<file path="src/wsc_pkg.sv">
// wsc_pkg: shared types for the window SSD corner marker.
// Request/result payload structs and the engine geometry struct.
// No dependencies.
`timescale 1ns / 1ps
package wsc_pkg;

  localparam logic REQ_LOAD = 1'b0;
  localparam logic REQ_READ = 1'b1;

  localparam int unsigned ScoreW = 24;

  // configuration register indexes
  localparam logic [1:0] REG_WIDTH  = 2'd0;
  localparam logic [1:0] REG_HEIGHT = 2'd1;
  localparam logic [1:0] REG_HALF   = 2'd2;

  typedef struct packed {
    logic       req_type;
    logic [7:0] pixel;
  } wsc_req_t;

  typedef struct packed {
    logic [9:0]        col;
    logic [8:0]        row;
    logic [ScoreW-1:0] score;
    logic              corner;
    logic              last;
  } wsc_res_t;

  // geometry and kick from top level to the score engine
  typedef struct packed {
    logic       start;
    logic [9:0] w;
    logic [8:0] h;
    logic [2:0] half;
  } wsc_geom_t;

endpackage

</file>
<file path="src/wsc_engine.sv">
// wsc_engine: sweeps all interior positions column-outer, reads each window
// from the pixel RAM one pixel a cycle, writes the score RAM, tracks the max.
// Depends on wsc_pkg.
`timescale 1ns / 1ps
module wsc_engine #(
  parameter int unsigned AW = 19
) (
  input  logic                      clk_i,
  input  logic                      rst_ni,
  input  wsc_pkg::wsc_geom_t        geom_i,
  output logic [AW-1:0]             pix_raddr_o,
  input  logic [7:0]                pix_rdata_i,
  output logic                      sc_we_o,
  output logic [AW-1:0]             sc_waddr_o,
  output logic [wsc_pkg::ScoreW-1:0] sc_wdata_o,
  output logic                      done_o,
  output logic [wsc_pkg::ScoreW-1:0] max_o
);
  import wsc_pkg::*;

  typedef enum logic [7:0] {
    E_IDLE  = 8'b0000_0001,
    E_CADDR = 8'b0000_0010,
    E_CRD   = 8'b0000_0100,
    E_CWAIT = 8'b0000_1000,
    E_WIN   = 8'b0001_0000,
    E_DRAIN = 8'b0010_0000,
    E_WRITE = 8'b0100_0000,
    E_NEXT  = 8'b1000_0000
  } eng_state_e;

  eng_state_e state_q, state_d;

  logic [9:0]        w_q, c_q;
  logic [8:0]        h_q, r_q;
  logic [2:0]        k_q;
  logic [3:0]        ws_q, x_q, y_q;
  logic [AW-1:0]     ctr_addr_q, wa_q, xs_q;
  logic [7:0]        ctr_pix_q;
  logic [ScoreW-1:0] acc_q, max_q;
  logic              vld_q, done_q;

  logic [3:0]  ws_new;
  logic        empty;
  logic [7:0]  diff;
  logic [15:0] sq;
  logic [AW-1:0] kw_off;

  assign ws_new = {geom_i.half, 1'b1};
  assign empty  = (geom_i.w <= {5'd0, ws_new, 1'b0}) || (geom_i.h <= {4'd0, ws_new, 1'b0});
  assign diff   = (pix_rdata_i > ctr_pix_q) ? pix_rdata_i - ctr_pix_q
                                            : ctr_pix_q - pix_rdata_i;
  assign sq     = diff * diff;
  assign kw_off = AW'(k_q) * AW'(w_q) + AW'(k_q);

  always_comb begin
    state_d = state_q;
    case (state_q)
      E_IDLE:  if (geom_i.start && !empty) state_d = E_CADDR;
      E_CADDR: state_d = E_CRD;
      E_CRD:   state_d = E_CWAIT;
      E_CWAIT: state_d = E_WIN;
      E_WIN:   if (x_q == ws_q - 4'd1 && y_q == ws_q - 4'd1) state_d = E_DRAIN;
      E_DRAIN: state_d = E_WRITE;
      E_WRITE: state_d = E_NEXT;
      E_NEXT: begin
        if (r_q + 9'd1 == h_q - {5'd0, ws_q} && c_q + 10'd1 == w_q - {6'd0, ws_q}) begin
          state_d = E_IDLE;
        end else begin
          state_d = E_CADDR;
        end
      end
      default: state_d = E_IDLE;
    endcase
  end

  always_ff @(posedge clk_i or negedge rst_ni) begin
    if (!rst_ni) begin
      state_q <= E_IDLE;
      vld_q   <= 1'b0;
      done_q  <= 1'b0;
      max_q   <= '0;
    end else begin
      state_q <= state_d;
      vld_q   <= (state_q == E_WIN);
      done_q  <= 1'b0;
      if (state_q == E_IDLE && geom_i.start) begin
        max_q <= '0;
        if (empty) done_q <= 1'b1;
      end
      if (state_q == E_WRITE && acc_q > max_q) max_q <= acc_q;
      if (state_q == E_NEXT && state_d == E_IDLE) done_q <= 1'b1;
    end
  end

  always_ff @(posedge clk_i) begin
    case (state_q)
      E_IDLE: begin
        w_q  <= geom_i.w;
        h_q  <= geom_i.h;
        k_q  <= geom_i.half;
        ws_q <= ws_new;
        c_q  <= {6'd0, ws_new};
        r_q  <= {5'd0, ws_new};
      end
      E_CADDR: ctr_addr_q <= AW'(r_q) * AW'(w_q) + AW'(c_q);
      E_CRD: begin
        wa_q <= ctr_addr_q - kw_off;
        xs_q <= ctr_addr_q - kw_off;
        x_q  <= '0;
        y_q  <= '0;
      end
      E_CWAIT: begin
        ctr_pix_q <= pix_rdata_i;
      end
      E_WIN: begin
        // y inner: step one row down; at window bottom move to next column top
        if (y_q == ws_q - 4'd1) begin
          y_q  <= '0;
          x_q  <= x_q + 4'd1;
          xs_q <= xs_q + AW'(1);
          wa_q <= xs_q + AW'(1);
        end else begin
          y_q  <= y_q + 4'd1;
          wa_q <= wa_q + AW'(w_q);
        end
      end
      E_NEXT: begin
        if (r_q + 9'd1 == h_q - {5'd0, ws_q}) begin
          r_q <= {5'd0, ws_q};
          c_q <= c_q + 10'd1;
        end else begin
          r_q <= r_q + 9'd1;
        end
      end
      default: ;
    endcase
    if (state_q == E_CWAIT) begin
      acc_q <= '0;
    end else if (vld_q) begin
      acc_q <= acc_q + ScoreW'(sq);
    end
  end

  assign pix_raddr_o = (state_q == E_CRD) ? ctr_addr_q : wa_q;
  assign sc_we_o     = (state_q == E_WRITE);
  assign sc_waddr_o  = ctr_addr_q;
  assign sc_wdata_o  = acc_q;
  assign done_o      = done_q;
  assign max_o       = max_q;

endmodule

</file>
<file path="config.mk">
export PLATFORM = sky130hd
export DESIGN_NAME = wsc_engine
export DESIGN_NICKNAME = d
export VERILOG_FILES = /design/src/wsc_pkg.sv /design/src/wsc_engine.sv
export SDC_FILE = /design/constraint.sdc
export NUM_CORES = 1
export LEC_CHECK = 0
export BUFFER_PORTS_ARGS = -buffer_cell sky130_fd_sc_hd__buf_2
export CAP_MARGIN = 20
export CORE_MARGIN = 1.5
export CORE_UTILIZATION = 45
export DETAILED_ROUTE_END_ITERATION = 10
export HOLD_SLACK_MARGIN = 0.1
export RECOVER_POWER = 100
export SLEW_MARGIN = 20
export SYNTH_ARGS = -nofsm -noshare
export SYNTH_HDL_FRONTEND = slang
export SYNTH_SLANG_ARGS = --single-unit
</file>
<file path="constraint.sdc">
create_clock -name clk_i -period 8.1 [get_ports clk_i]
set_input_delay 1.62 -clock clk_i [delete_from_list [all_inputs] [get_ports clk_i]]
set_output_delay 1.62 -clock clk_i [all_outputs]
set_load 0.01 [all_outputs]
</file>
==> metrics.md <==
| Metric | Value |
|---|---|
| Die Area | 0.0397 mm² |
| DR DRC count | 0 |
| Crit path kind | in2reg |
| Pre-CTS setup slack | -0.414 ns |
| Minimum clock period | 7.86 ns |
| Crit Path Max Fanout | 6 |
| Hold_ws | 0.553 ns |
| Synthesized flop and latch total | 172 |
| Post-synth EDFFs | 114 |
| Starting DRT DRC Count | 647 |
| Worst path arrival time | 8.21 ns |
| Status | finished with violations |
| Clock Path Buffers | 2 |
| I/O Buffers | 120 |
| CP max-delay cell | fa_1 |
| CP Capture Type | flop |
| Io pins | 121 |
| DRT antenna net count | 0 |
| Yosys top cell area share | 19.7% |
| Die W | 199 µm |
| Final slew viol count | 147 |
| Final WL | 42,900 µm |
| Synthesized net count | 2,200 |
| Most used cell, CP | fa_1 |
| Max_cap viols | 4 |
| Worst rel slew slack | -46.5% |
| Per-cell routed wire length | 17.0 µm |
| Reg clk slew, reported paths | 0.08 ns |
| Core area | 0.0378 mm² |
| F_max | 127 MHz |
| Vias per cell | 5.35 |
| DP HPWL | 33,400 µm |
| Clock Skew | 0.0239 ns |
| Critical path data required time | 8.45 ns |
| Antenna fix cells | 0 |
| Starting Density | 45.8% |
| Async set-reset flop share out of synthesis | 19.8% |
| Most frequent cell after synthesis | inv_1 |
| Post-layout util | 51.4% |
| Worst-margin pin slew | 2.20 ns |
| First-pass GRT wire length | 70,000 µm |
| Average size of a mapped cell | 9.40 µm² |
| Final Hold Fails | 0 |
| Critical path's largest stage delay | 0.55 ns |
| CTS tree | yes |
| Largest area contributor in the netlist | edfxtp_1 |
| Area grow syn2layout | 12.1% |
| Row count | 71 |
| # setup viols final | 0 |
| Clock Latency Late Sink | 0.47 ns |
| Final nets | 2,353 |
| Worst setup margin | 0.240 ns |
| Delay-heaviest family, CP | adder cells |
| Hold buffer count at cts | 0 |
| Post-synthesis sequential area ratio | 27.4% |
| Num Clock Sinks | 172 |
| Mapped cell area | 0.0173 mm² |
| CP Launch Type | primary input |
| Routability cong. | 0.870 |
| Final Cycle Share | 97.0% |
| Commonest cells in the netlist | 245 x inv_1, 194 x ha_1, 188 x nand2_1, 128 x fa_1, 128 x nor2_1 |
| Synth unique cells | 83 |
| Synth Flop Type | edfxtp_1 |
| Vias in the first global route | 13,500 |
| Buf/Inv on CP | 6 |
| GRT overflow | 0 |
| First-pass DRT Iterations | 5 |
| Largest net degree at the start of global routing | 45 |
| All-Layer GR Usage | 22.6% |
| Share of layout cells above drive strength 1 | 8.50% |
| Inserted Clock Buffers | 17 |
| Root Buffer | clkbuf_16 |
| Via count | 13,500 |
| Hold Crit Class | reg2reg |
| Mapped Cells | 1,845 |
| Synth area leaders | edfxtp_1 20%, fa_1 15%, ha_1 14% |
| Die height | 199 µm |
| Initial antenna violation count | 0 |
| Synth warn | 0 |
| Failing checks | max-capacitance violations, max-slew violations |
| # H-tree levels | 4 |
-- tightest hold or removal path: cells and delay by family (launching register included) --
| family | cells | cell delay, ns |
|---|---|---|
| buf+inv | 1 | 0.09 |
| flops | 1 | 0.35 |
| mux | 1 | 0.07 |
-- final timing paths --
path	start	to	slack, ns	depth (start not counted)
max in group asynchronous	rst_ni	vld_q	5.15	1
worst max register to register	ctr_pix_q[0]	sc_wdata_o[18]	1.19	27
worst min-delay path	sc_wdata_o[0]	max_o[0]	0.55	2
worst min register to register	sc_wdata_o[0]	max_o[0]	0.55	2
worst max-delay path	pix_rdata_i[0]	sc_wdata_o[18]	0.24	29
min in group asynchronous	rst_ni	state_q[6]	1.69	1
-- cell type report --
type	instances	area, µm²
Tap cell	511	639
Timing Repair Buffer	188	927
Sequential cell	172	4760
Multi-Input combinational cell	1373	11600
Fill cell	3727	18400
Inverter	246	923
Clock buffer	17	425
Clock inverter	15	190
-- layer usage --
metal	global-route usage (%)	up-vias	routed length [µm]
met2	35.4	295	19300
met1	32.8	6632	21200
met3	3.49	30	1940
met5	0	-	0
met4	4.99	0	518
li1	-	6542	-
-- state kept, by name, indices dropped and copies added, names as in the netlist --
register,count
max_o,24
sc_wdata_o,24
sc_waddr_o,19
wa_q,19
xs_q,19
c_q,10
w_q,10
h_q,9
r_q,9
ctr_pix_q,8
state_q,8
x_q,4
y_q,4
ws_q,3
done_o,1
vld_q,1
-- logic make-up after synthesis --
group,synth area share (%)
AND/OR/NAND/NOR,16.0
adder cells (fa/ha/maj),28.8
buffers and inverters,6.56
AO/OA/AOI/OAI,10.6
flip-flops,27.4
XOR/XNOR,7.16
multiplexers,3.54
-- through the flow --
stage	TNS (ns)	cells	cell area (µm²)
2_1_floorplan	0	1845	17400
3_3_place_gp	-0.772	2486	18900
3_5_place_dp	-1.89	2486	18900
4_1_cts	0	2518	19500
5_1_grt	-0.212	2522	19400
6_report	0	2522	19400
-- layout by cell type (no fill, tap or decap), types with 11 or more instances in the layout --
cell	synthesis	layout
and2_1	64	59
o21a_1	15	15
o21ai_0	67	64
nand4_1	22	23
fa_1	128	127
nor2b_1	13	13
inv_1	245	245
clkbuf_1	44	125
dfrtp_1	33	32
buf_4	2	57
nor2_1	128	123
a21o_1	30	30
dfxtp_1	24	24
clkbuf_16	0	17
nand2_1	188	188
and3_1	13	13
nand3_1	39	38
edfxtp_1	114	114
a21oi_1	96	94
xnor2_1	83	81
a211oi_1	17	16
nand2b_1	11	11
nor3_1	22	23
ha_1	194	192
mux2_2	22	22
mux2i_1	35	33
xor2_1	49	48
-- what timing repair did --
action	CTS	global route
setup endpoints to repair	0	11
resized for setup	0	30
buffers inserted	0	3
Power is not shown: default switching activity piles up to over one toggle a cycle in this logic, so the estimate is an artifact.
